`src/hdl/rational_alu_gcd_reduce_macros.svh`:
```
// Assertion macros for the rational ALU.
`ifndef RATIONAL_ALU_GCD_REDUCE_MACROS_SVH
`define RATIONAL_ALU_GCD_REDUCE_MACROS_SVH

`ifndef SYNTHESIS
`define RAG_ASSERT_IMP(label, clk, rst_n, ante, cons, msg) \
    label: assert property (@(posedge clk) disable iff (!rst_n) (ante) |-> (cons)) \
        else $error(msg);
`define RAG_ASSERT_NXT(label, clk, rst_n, ante, cons, msg) \
    label: assert property (@(posedge clk) disable iff (!rst_n) (ante) |=> (cons)) \
        else $error(msg);
`else
`define RAG_ASSERT_IMP(label, clk, rst_n, ante, cons, msg)
`define RAG_ASSERT_NXT(label, clk, rst_n, ante, cons, msg)
`endif

`endif

```
`src/hdl/rag_pkg.sv`:
```
package rag_pkg;

    localparam int NUM_OUT_WIDTH = 33;
    localparam int DEN_OUT_WIDTH = 31;
    localparam int REQ_WIDTH     = 2;
    localparam int STATUS_WIDTH  = 2;
    localparam int OUT_TDATA_W   = ((NUM_OUT_WIDTH + DEN_OUT_WIDTH + 7) / 8) * 8;

    typedef enum logic [1:0] {
        OP_ADD = 2'd0,
        OP_SUB = 2'd1,
        OP_MUL = 2'd2,
        OP_DIV = 2'd3
    } op_t;

    typedef enum logic [1:0] {
        ST_VALID = 2'd0,
        ST_INDET = 2'd1,
        ST_UNDEF = 2'd2
    } status_t;

    typedef enum logic [1:0] {
        MUL_P0,
        MUL_P1,
        MUL_DEN
    } mul_sel_t;

    typedef enum logic [3:0] {
        S_IDLE,
        S_MUL0,
        S_MUL1,
        S_MUL2,
        S_COMB,
        S_CLASS,
        S_GCD,
        S_DIVN_LD,
        S_DIVN,
        S_DIVD_LD,
        S_DIVD,
        S_DONE
    } state_t;

    typedef struct packed {
        logic     load;
        logic     mul_en;
        mul_sel_t mul_sel;
        logic     comb;
        logic     gcd_init;
        logic     gcd_step;
        logic     div_load;
        logic     div_den;
        logic     div_step;
        logic     out_load;
    } cmd_t;

    typedef struct packed {
        logic num_zero;
        logic den_zero;
        logic gcd_done;
        logic div_last;
        logic out_busy;
    } sts_t;

endpackage

```
`src/hdl/rag_ctrl.sv`:
```
module rag_ctrl
(
    input  logic          clk,
    input  logic          rst_n,
    input  logic          s_tvalid,
    output logic          s_tready,
    input  rag_pkg::sts_t sts,
    output rag_pkg::cmd_t cmd
);
    import rag_pkg::*;

    state_t state_reg;
    state_t state_next;

    always_ff @(posedge clk or negedge rst_n)
    begin
        if (!rst_n)
        begin
            state_reg <= S_IDLE;
        end
        else
        begin
            state_reg <= state_next;
        end
    end

    always_comb
    begin
        state_next = state_reg;
        cmd        = '0;
        s_tready   = 1'b0;
        unique case (state_reg)
            S_IDLE:
            begin
                s_tready = 1'b1;
                if (s_tvalid)
                begin
                    cmd.load   = 1'b1;
                    state_next = S_MUL0;
                end
            end
            S_MUL0:
            begin
                cmd.mul_en  = 1'b1;
                cmd.mul_sel = MUL_P0;
                state_next  = S_MUL1;
            end
            S_MUL1:
            begin
                cmd.mul_en  = 1'b1;
                cmd.mul_sel = MUL_P1;
                state_next  = S_MUL2;
            end
            S_MUL2:
            begin
                cmd.mul_en  = 1'b1;
                cmd.mul_sel = MUL_DEN;
                state_next  = S_COMB;
            end
            S_COMB:
            begin
                cmd.comb   = 1'b1;
                state_next = S_CLASS;
            end
            S_CLASS:
            begin
                cmd.gcd_init = 1'b1;
                // zero on either side needs no reduction
                if (sts.num_zero || sts.den_zero)
                begin
                    state_next = S_DONE;
                end
                else
                begin
                    state_next = S_GCD;
                end
            end
            S_GCD:
            begin
                if (sts.gcd_done)
                begin
                    state_next = S_DIVN_LD;
                end
                else
                begin
                    cmd.gcd_step = 1'b1;
                end
            end
            S_DIVN_LD:
            begin
                cmd.div_load = 1'b1;
                state_next   = S_DIVN;
            end
            S_DIVN:
            begin
                cmd.div_step = 1'b1;
                if (sts.div_last)
                begin
                    state_next = S_DIVD_LD;
                end
            end
            S_DIVD_LD:
            begin
                cmd.div_load = 1'b1;
                cmd.div_den  = 1'b1;
                state_next   = S_DIVD;
            end
            S_DIVD:
            begin
                cmd.div_step = 1'b1;
                if (sts.div_last)
                begin
                    state_next = S_DONE;
                end
            end
            S_DONE:
            begin
                if (!sts.out_busy)
                begin
                    cmd.out_load = 1'b1;
                    state_next   = S_IDLE;
                end
            end
            default:
            begin
                state_next = S_IDLE;
            end
        endcase
    end

endmodule

```
`src/hdl/rag_dp.sv`:
```
module rag_dp
#(
    parameter  int OPERAND_WIDTH = 16,
    localparam int IN_TDATA_W    = ((4 * OPERAND_WIDTH + 7) / 8) * 8
)
(
    input  logic                                clk,
    input  logic                                rst_n,
    input  logic [IN_TDATA_W-1:0]               s_tdata,
    input  logic [rag_pkg::REQ_WIDTH-1:0]       s_tuser,
    input  rag_pkg::cmd_t                       cmd,
    output rag_pkg::sts_t                       sts,
    output logic                                m_tvalid,
    input  logic                                m_tready,
    output logic [rag_pkg::OUT_TDATA_W-1:0]     m_tdata,
    output logic [rag_pkg::STATUS_WIDTH-1:0]    m_tuser
);
    import rag_pkg::*;

    localparam int W  = OPERAND_WIDTH;
    localparam int PW = 2 * W;
    localparam int MW = 2 * W + 1;
    localparam int KW = $clog2(MW);
    localparam int CW = $clog2(MW);
    localparam int XW = (MW > NUM_OUT_WIDTH) ? MW : NUM_OUT_WIDTH;

    localparam int A_NUM = 0;
    localparam int A_DEN = 1;
    localparam int B_NUM = 2;
    localparam int B_DEN = 3;

    // operand magnitudes and signs
    op_t            op_reg;
    logic [W-1:0]   opd_mag_reg [4];
    logic           opd_neg_reg [4];
    logic [W-1:0]   opd_mag_in  [4];
    logic           opd_neg_in  [4];

    logic [PW-1:0]  p0_mag_reg;
    logic           p0_neg_reg;
    logic [PW-1:0]  p1_mag_reg;
    logic           p1_neg_reg;
    logic [PW-1:0]  den_mag_reg;
    logic           den_neg_reg;
    logic [MW-1:0]  num_mag_reg;
    logic           num_neg_reg;

    logic [MW-1:0]  gx_reg;
    logic [MW-1:0]  gy_reg;
    logic [KW-1:0]  gk_reg;

    logic [MW-1:0]  dvs_reg;
    logic [MW-1:0]  rem_reg;
    logic [MW-1:0]  quo_reg;
    logic [MW-1:0]  qn_reg;
    logic [CW-1:0]  cnt_reg;

    logic                      out_valid_reg;
    logic [NUM_OUT_WIDTH-1:0]  res_num_reg;
    logic [DEN_OUT_WIDTH-1:0]  res_den_reg;
    status_t                   res_st_reg;

    always_comb
    begin
        for (int i = 0; i < 4; i++)
        begin
            opd_neg_in[i] = s_tdata[i*W + W - 1];
            opd_mag_in[i] = opd_neg_in[i] ? (W'(0) - s_tdata[i*W +: W]) : s_tdata[i*W +: W];
        end
    end

    // shared multiplier, one product per cycle
    logic [1:0]    mx_idx;
    logic [1:0]    my_idx;
    logic [PW-1:0] prod;
    logic          prod_neg;

    always_comb
    begin
        unique case (cmd.mul_sel)
            MUL_P0:
            begin
                mx_idx = 2'(A_NUM);
                my_idx = (op_reg == OP_MUL) ? 2'(B_NUM) : 2'(B_DEN);
            end
            MUL_P1:
            begin
                mx_idx = 2'(B_NUM);
                my_idx = 2'(A_DEN);
            end
            MUL_DEN:
            begin
                mx_idx = 2'(A_DEN);
                my_idx = (op_reg == OP_DIV) ? 2'(B_NUM) : 2'(B_DEN);
            end
            default:
            begin
                mx_idx = 2'(A_NUM);
                my_idx = 2'(B_NUM);
            end
        endcase
        prod     = PW'(opd_mag_reg[mx_idx]) * PW'(opd_mag_reg[my_idx]);
        prod_neg = (prod != '0) && (opd_neg_reg[mx_idx] != opd_neg_reg[my_idx]);
    end

    // signed-magnitude add (or subtract) of the two cross products; mul and div pass p0 through
    logic [MW-1:0] sx;
    logic [MW-1:0] sy;
    logic          sy_neg;
    logic [MW-1:0] sum_mag;
    logic          sum_neg;

    always_comb
    begin
        sx = MW'(p0_mag_reg);
        unique case (op_reg)
            OP_ADD:
            begin
                sy     = MW'(p1_mag_reg);
                sy_neg = p1_neg_reg;
            end
            OP_SUB:
            begin
                sy     = MW'(p1_mag_reg);
                sy_neg = (p1_mag_reg != '0) && !p1_neg_reg;
            end
            default:
            begin
                sy     = '0;
                sy_neg = 1'b0;
            end
        endcase
        if (p0_neg_reg == sy_neg)
        begin
            sum_mag = sx + sy;
            sum_neg = p0_neg_reg;
        end
        else if (sx >= sy)
        begin
            sum_mag = sx - sy;
            sum_neg = p0_neg_reg;
        end
        else
        begin
            sum_mag = sy - sx;
            sum_neg = sy_neg;
        end
        if (sum_mag == '0)
        begin
            sum_neg = 1'b0;
        end
    end

    always_ff @(posedge clk)
    begin
        if (cmd.load)
        begin
            op_reg <= op_t'(s_tuser);
            for (int i = 0; i < 4; i++)
            begin
                opd_mag_reg[i] <= opd_mag_in[i];
                opd_neg_reg[i] <= opd_neg_in[i];
            end
        end
        if (cmd.mul_en)
        begin
            unique case (cmd.mul_sel)
                MUL_P0:
                begin
                    p0_mag_reg <= prod;
                    p0_neg_reg <= prod_neg;
                end
                MUL_P1:
                begin
                    p1_mag_reg <= prod;
                    p1_neg_reg <= prod_neg;
                end
                default:
                begin
                    den_mag_reg <= prod;
                    den_neg_reg <= prod_neg;
                end
            endcase
        end
        if (cmd.comb)
        begin
            num_mag_reg <= sum_mag;
            num_neg_reg <= sum_neg;
        end
    end

    // binary GCD: one shift or subtract-and-shift per cycle, done when x == y
    logic [MW-1:0] gdiff_xy;
    logic [MW-1:0] gdiff_yx;

    assign gdiff_xy = gx_reg - gy_reg;
    assign gdiff_yx = gy_reg - gx_reg;

    always_ff @(posedge clk)
    begin
        if (cmd.gcd_init)
        begin
            gx_reg <= num_mag_reg;
            gy_reg <= MW'(den_mag_reg);
            gk_reg <= '0;
        end
        else if (cmd.gcd_step)
        begin
            priority if (!gx_reg[0] && !gy_reg[0])
            begin
                gx_reg <= gx_reg >> 1;
                gy_reg <= gy_reg >> 1;
                gk_reg <= gk_reg + 1'b1;
            end
            else if (!gx_reg[0])
            begin
                gx_reg <= gx_reg >> 1;
            end
            else if (!gy_reg[0])
            begin
                gy_reg <= gy_reg >> 1;
            end
            else if (gx_reg > gy_reg)
            begin
                gx_reg <= gdiff_xy >> 1;
            end
            else
            begin
                gy_reg <= gdiff_yx >> 1;
            end
        end
    end

    // restoring divider, one quotient bit per cycle
    logic [MW:0] div_sh;
    logic [MW:0] div_trial;
    logic        div_fit;

    assign div_sh    = {rem_reg, quo_reg[MW-1]};
    assign div_trial = div_sh - {1'b0, dvs_reg};
    assign div_fit   = (div_sh >= {1'b0, dvs_reg});

    always_ff @(posedge clk)
    begin
        if (cmd.div_load)
        begin
            rem_reg <= '0;
            if (cmd.div_den)
            begin
                qn_reg  <= quo_reg;
                quo_reg <= MW'(den_mag_reg);
            end
            else
            begin
                dvs_reg <= gx_reg << gk_reg;
                quo_reg <= num_mag_reg;
            end
        end
        else if (cmd.div_step)
        begin
            rem_reg <= div_fit ? div_trial[MW-1:0] : div_sh[MW-1:0];
            quo_reg <= {quo_reg[MW-2:0], div_fit};
        end
    end

    always_ff @(posedge clk or negedge rst_n)
    begin
        if (!rst_n)
        begin
            cnt_reg <= '0;
        end
        else if (cmd.div_load)
        begin
            cnt_reg <= '0;
        end
        else if (cmd.div_step)
        begin
            cnt_reg <= cnt_reg + 1'b1;
        end
    end

    assign sts.num_zero = (num_mag_reg == '0);
    assign sts.den_zero = (den_mag_reg == '0);
    assign sts.gcd_done = (gx_reg == gy_reg);
    assign sts.div_last = (cnt_reg == CW'(MW - 1));
    assign sts.out_busy = out_valid_reg && !m_tready;

    // result selection and output register
    logic [MW-1:0] rn_mag;
    logic [MW-1:0] rd_mag;
    logic          rn_neg;
    status_t       rst_code;
    logic [XW-1:0] rn_ext;
    logic [XW-1:0] rd_ext;
    logic [XW-1:0] rn_signed;

    always_comb
    begin
        priority if (sts.num_zero && sts.den_zero)
        begin
            rn_mag   = '0;
            rd_mag   = '0;
            rn_neg   = 1'b0;
            rst_code = ST_INDET;
        end
        else if (sts.num_zero)
        begin
            rn_mag   = '0;
            rd_mag   = MW'(1);
            rn_neg   = 1'b0;
            rst_code = ST_VALID;
        end
        else if (sts.den_zero)
        begin
            rn_mag   = MW'(1);
            rd_mag   = '0;
            rn_neg   = num_neg_reg;
            rst_code = ST_UNDEF;
        end
        else
        begin
            rn_mag   = qn_reg;
            rd_mag   = quo_reg;
            rn_neg   = num_neg_reg != den_neg_reg;
            rst_code = ST_VALID;
        end
        rn_ext    = XW'(rn_mag);
        rd_ext    = XW'(rd_mag);
        rn_signed = rn_neg ? (XW'(0) - rn_ext) : rn_ext;
    end

    always_ff @(posedge clk or negedge rst_n)
    begin
        if (!rst_n)
        begin
            out_valid_reg <= 1'b0;
        end
        else if (cmd.out_load)
        begin
            out_valid_reg <= 1'b1;
        end
        else if (m_tready)
        begin
            out_valid_reg <= 1'b0;
        end
    end

    always_ff @(posedge clk)
    begin
        if (cmd.out_load)
        begin
            res_num_reg <= rn_signed[NUM_OUT_WIDTH-1:0];
            res_den_reg <= rd_ext[DEN_OUT_WIDTH-1:0];
            res_st_reg  <= rst_code;
        end
    end

    assign m_tvalid = out_valid_reg;
    assign m_tdata  = OUT_TDATA_W'({res_den_reg, res_num_reg});
    assign m_tuser  = res_st_reg;

endmodule

```
`src/hdl/rational_alu_gcd_reduce.sv`:
```
// Channel | Dir | tdata (low bit up)                   | tuser
// s_*     | in  | a_num, a_den, b_num, b_den           | req_type
// m_*     | out | res_num (33), res_den (31)           | status
//
// One item at a time: load, three multiplies (one shared multiplier), combine,
// classify, binary GCD, then two restoring divisions (numerator, then denominator).
// Zero numerator or zero denominator skips GCD and division.
// rst_n clears the controller and output valid; no clearing pass.
// A stalled result sits in the output register while the next beat is accepted.
`include "rational_alu_gcd_reduce_macros.svh"

module rational_alu_gcd_reduce
#(
    parameter  int OPERAND_WIDTH = 16,
    localparam int IN_TDATA_W    = ((4 * OPERAND_WIDTH + 7) / 8) * 8
)
(
    input  logic                                clk,
    input  logic                                rst_n,
    input  logic                                s_tvalid,
    output logic                                s_tready,
    input  logic [IN_TDATA_W-1:0]               s_tdata,   // a_num, a_den, b_num, b_den
    input  logic [rag_pkg::REQ_WIDTH-1:0]       s_tuser,   // req_type
    output logic                                m_tvalid,
    input  logic                                m_tready,
    output logic [rag_pkg::OUT_TDATA_W-1:0]     m_tdata,   // res_num, res_den
    output logic [rag_pkg::STATUS_WIDTH-1:0]    m_tuser    // status
);
    import rag_pkg::*;

    cmd_t cmd;
    sts_t sts;

    rag_ctrl u_ctrl
    (
        .clk      (clk),
        .rst_n    (rst_n),
        .s_tvalid (s_tvalid),
        .s_tready (s_tready),
        .sts      (sts),
        .cmd      (cmd)
    );

    rag_dp #(
        .OPERAND_WIDTH (OPERAND_WIDTH)
    ) u_dp
    (
        .clk      (clk),
        .rst_n    (rst_n),
        .s_tdata  (s_tdata),
        .s_tuser  (s_tuser),
        .cmd      (cmd),
        .sts      (sts),
        .m_tvalid (m_tvalid),
        .m_tready (m_tready),
        .m_tdata  (m_tdata),
        .m_tuser  (m_tuser)
    );

    logic [NUM_OUT_WIDTH-1:0] res_num;
    logic [DEN_OUT_WIDTH-1:0] res_den;

    assign res_num = m_tdata[NUM_OUT_WIDTH-1:0];
    assign res_den = m_tdata[NUM_OUT_WIDTH +: DEN_OUT_WIDTH];

    `RAG_ASSERT_NXT(a_one_item, clk, rst_n, s_tvalid && s_tready, !s_tready, "second beat taken while busy")
    `RAG_ASSERT_IMP(a_valid_den, clk, rst_n, m_tvalid && m_tuser == ST_VALID, res_den != '0, "zero denominator on valid result")
    `RAG_ASSERT_IMP(a_undef_res, clk, rst_n, m_tvalid && m_tuser == ST_UNDEF, res_den == '0 && (res_num == NUM_OUT_WIDTH'(1) || res_num == {NUM_OUT_WIDTH{1'b1}}), "bad undefined result")

endmodule
```
`config.mk`:
```
export PLATFORM = sky130hd
export DESIGN_NAME = rational_alu_gcd_reduce
export DESIGN_NICKNAME = d
export VERILOG_FILES = /design/src/hdl/rag_pkg.sv /design/src/hdl/rag_ctrl.sv /design/src/hdl/rag_dp.sv /design/src/hdl/rational_alu_gcd_reduce.sv
export VERILOG_INCLUDE_DIRS = /design/src /design/src/hdl
export SDC_FILE = /design/constraint.sdc
export NUM_CORES = 2
export LEC_CHECK = 0
export ABC_CLOCK_PERIOD_IN_PS = 26400
export CORE_MARGIN = 2
export CORE_UTILIZATION = 49
export CTS_BUF_LIST = sky130_fd_sc_hd__clkbuf_16
export DETAILED_ROUTE_END_ITERATION = 10
export DONT_BUFFER_PORTS = 1
export PLACE_DENSITY = 0.61
export RECOVER_POWER = 50
export SLEW_MARGIN = 10
export SYNTH_ARGS = -nofsm -noshare
export SYNTH_HDL_FRONTEND = slang
export SYNTH_HIERARCHICAL = 1
export SYNTH_SLANG_ARGS = --single-unit
```
`constraint.sdc`:
```
create_clock -name clk -period 26.4 [get_ports clk]
set_input_delay 1.32 -clock clk [delete_from_list [all_inputs] [get_ports clk]]
set_output_delay 1.32 -clock clk [all_outputs]
set_load 0.02 [all_outputs]
```
==> results.md <==
- Of the synthesized area, sequential elements account for 0.3390.
- The initial utilization of the core area, before any placement, comes to 0.4955.
- Across the run, the number of max-cap violations was 9.
- The yosys synthesis warning count is 6.
- Along the worst path, the maximum fanout reaches 21.
- Dividing the final minimum period by the clock period gives 0.4148.
- The global-route usage over all layers is 0.2812.
- After global routing the overflow that remains totals 0.
- Yosys mapped the design onto 104 distinct sky130hd cell types.
- CTS placed an instance of sky130_fd_sc_hd__clkbuf_16 at the clock tree root.
- Setup repair after global routing left no endpoint under its margin.
- After clock tree synthesis, the repair step resized 0 gates.
- Counting stages on the worst path, the most repeated cell is sky130_fd_sc_hd__fa_1.
- The H-tree depth is 2.
- In this run the critical register-to-register path is captured at u_dp/p0_neg_reg.
- The register with the most flip-flops in the layout has 64 of them.
- The length in cells of the worst reg-to-reg path is 30.
- The number of setup buffers added after CTS is 0.
- Dividing the synthesized area by the synthesized cell count gives 9.258 um2.
- The longest clock path from root to sink contains 3 buffers.
- The launch point of the worst path is u_ctrl/state_reg[0].
- At the worst endpoint, the required time is 26720 ps.
- The clock net in this run drives a total of 483 sinks.
- Setup violations remaining at the end of the flow were counted as 0.
- The final weighted congestion in routability-driven placement is 0.9555.
- The capturing element type of the critical path is a flip-flop.
- The clock slew seen by the registers of the worst setup and hold paths is 60 ps.
- In the final layout, the share of cells above drive strength 1 is 0.04776.
- In this run the remaining antenna-violating nets after routing total 0.
- The number of antenna violations at the first check in global routing came to 1.
- The synthesized netlist cell count is 4479.
- The maximum single-stage delay on the critical path is 1090 ps.
- Hold repair after CTS inserted 0 buffers.
- The critical path's slowest cell is sky130_fd_sc_hd__clkbuf_1.
- Pin placement for this block handled 138 I/O pins.
- In this run, synthesis inferred 433 flip-flops with an integrated enable.
- The start-to-end type of the worst setup path is reg -> reg.
- The startpoint of the worst-slack reg-to-reg timing path is u_ctrl/state_reg[0].
- The total standard cell area after synthesis is 41460 um2.
- The die width is 294.9 um.
- For flop-to-flop paths, the worst setup slack is 15450 ps.
- The number of pins exceeding their max-slew limit in the final report was 458.
- The flow ran to the end, but the final reports show violations.
- The via density per instance is 5.926.
- The worst setup path is launched from a flip-flop.
- After the first detailed-routing iteration, the DRC count stood at 2984.
- Wires add up to 122100 um.
- Input and output buffers added on the ports amount to 0.
- The filler cells instantiated in the layout total 7796.
- The worst hold path belongs to the class in -> async.
- The transition at the pin with the smallest max-transition slack is 3956 ps.
- Of all flip-flops after synthesis, the portion carrying an async set or reset was 0.02277.
- From synthesis to final layout, the design area changed by 6.705%.
- In the final design database the tool counted 4950 nets.
- After floorplanning, the core was sized to cover 83690 um2.
- The later-pin clock latency in the skew report is 650 ps.
- The net count after synthesis is 5056.
- The count of endpoints failing hold in the final timing report is 0.
- Once detailed placement completed, the half-perimeter wirelength came to 96240 um.
- The first global-routing pass estimated 188700 um of wire.
- The repair_antennas step left the layout with diodes totalling 0.
- The first-pass iteration count of the detailed router is 5.
- The setup total negative slack is 0 ps.
- The relative max-transition margin is -1.637.
- The number of clock buffers inserted by TritonCTS is 56.
- The prevailing post-synth register cell is sky130_fd_sc_hd__edfxtp_1.
- The average detailed-routed wire length per instance is 21.99 um.
- The worst path needs 10950 ps of the cycle, external delays included.
- The floorplan die area is 86970 um2.
- Timing would allow up to 0.09131 GHz.
- TritonCTS built the clock tree.
- The total DRC errors in the routed layout is 0.
- The cell row count is 106.
- The maximum number of pins on one net before global-route repair is 74.
- The detailed router placed 32901 vias in this run.
- The via count of the first global-routing pass is 31599.
- Across the routed clock network, the largest skew measured is 37.18 ps.
- At the worst endpoint, the arrival time is 11270 ps.
- The checks that failed: max-capacitance violations, max-slew violations.
- The post-synthesis sequential element count is 483.
- From bottom edge to top edge, the die measures 294.9 um.
synthesized netlist by cell type (15+ instances only):
master	number	area share
sky130_fd_sc_hd__a211oi_1	69	0.012
sky130_fd_sc_hd__a21o_1	80	0.014
sky130_fd_sc_hd__a21oi_1	342	0.041
sky130_fd_sc_hd__a221oi_1	48	0.010
sky130_fd_sc_hd__a311oi_1	20	0.0042
sky130_fd_sc_hd__a31oi_1	27	0.0041
sky130_fd_sc_hd__and2_1	52	0.0078
sky130_fd_sc_hd__and3_1	20	0.0030
sky130_fd_sc_hd__buf_1	20	0.0018
sky130_fd_sc_hd__buf_2	20	0.0024
sky130_fd_sc_hd__clkbuf_1	166	0.015
sky130_fd_sc_hd__dfxtp_1	39	0.019
sky130_fd_sc_hd__edfxtp_1	433	0.31
sky130_fd_sc_hd__fa_1	200	0.097
sky130_fd_sc_hd__ha_1	307	0.093
sky130_fd_sc_hd__inv_1	506	0.046
sky130_fd_sc_hd__mux2_2	19	0.0052
sky130_fd_sc_hd__mux2i_1	104	0.025
sky130_fd_sc_hd__mux4_2	15	0.0081
sky130_fd_sc_hd__nand2_1	368	0.033
sky130_fd_sc_hd__nand2b_1	86	0.013
sky130_fd_sc_hd__nand3_1	39	0.0047
sky130_fd_sc_hd__nand4_1	35	0.0053
sky130_fd_sc_hd__nor2_1	463	0.042
sky130_fd_sc_hd__nor2b_1	53	0.0080
sky130_fd_sc_hd__nor3_1	78	0.0094
sky130_fd_sc_hd__nor4_1	51	0.0077
sky130_fd_sc_hd__o21a_1	34	0.0062
sky130_fd_sc_hd__o21ai_0	176	0.021
sky130_fd_sc_hd__o21ai_1	29	0.0035
sky130_fd_sc_hd__o21bai_1	41	0.0074
sky130_fd_sc_hd__o31ai_1	37	0.0067
sky130_fd_sc_hd__or3_1	27	0.0041
sky130_fd_sc_hd__or4_1	23	0.0042
sky130_fd_sc_hd__xnor2_1	169	0.036
sky130_fd_sc_hd__xor2_1	41	0.0087
how the worst max path moves through the flow:
stage / endpoint / slack [ps]
floorplan: u_dp/den_neg_reg / 17130
global placement: u_dp/den_neg_reg / 16390
detailed placement: u_dp/p0_neg_reg / 16180
CTS: u_dp/p0_neg_reg / 16140
global route: u_dp/p0_neg_reg / 14680
finish: u_dp/p0_neg_reg / 15450
metal layers:
layer  part of all wire  global-route usage  vias up
li1                   -                   -    15492
met3              0.071             0.03733      222
met2               0.45              0.4431     1282
met4              0.037             0.09769        0
met5                  0                   0        -
met1               0.44              0.3982    15905
cell usage in the layout (no fill, tap or decap), drive strengths merged, types with 69 or more instances in the layout:
master  instances
inv           521
clkbuf         71
fa            200
edfxtp        433
a21o           80
a21oi         344
xnor2         170
o21ai         207
nor3           78
mux2i         104
nand2b         88
nand2         369
a211oi         69
ha            307
nor2          464
layout make-up:
cell class | instances | area (um2) | area share
Multi-Input combinational cell | 3272 | 24680 | 0.5579
Sequential cell | 483 | 14060 | 0.3178
Inverter | 510 | 1914 | 0.04327
Tap cell | 1134 | 1419 | 0.03207
Clock buffer | 56 | 1401 | 0.03167
Clock inverter | 47 | 447.9 | 0.01012
Timing Repair Buffer | 50 | 319.1 | 0.007211
stage by stage:
| step | instances | utilization | worst slack [ps] | area (um2) | hold slack, ps |
|---|---|---|---|---|---|
| 5_1_grt | 5552 | 0.5287 | 14680 | 44240 | 337.5 |
| 3_3_place_gp | 5449 | 0.5077 | 16390 | 42490 | 443.2 |
| 3_5_place_dp | 5449 | 0.5077 | 16180 | 42490 | 454.5 |
| 6_report | 5552 | 0.5287 | 15450 | 44240 | 366.1 |
| 2_1_floorplan | 4479 | - | 17130 | 41460 | 428.4 |
| 4_1_cts | 5552 | 0.5298 | 16140 | 44340 | 327.3 |
cells by family after synthesis:
logic type	share of synthesized area
and+or+nand+nor	0.1537
AOI/OAI and AO/OA	0.1675
buffers and inverters	0.06714
adders and majority gates	0.1892
DFF	0.3390
xor gates and xnor gates	0.04475
muxes	0.03868
worst max-delay path, delay by kind of cell (launching register included):
kind / cells / cell delay [ps]
adders and majority gates: 7 / 3420
buffers and inverters: 4 / 1230
AOI/OAI and AO/OA: 10 / 2600
DFF: 1 / 630
and+or+nand+nor: 8 / 2570
xor gates and xnor gates: 1 / 140
Power is not shown: default switching activity piles up to over one toggle a cycle in this logic, so the estimate is an artifact.
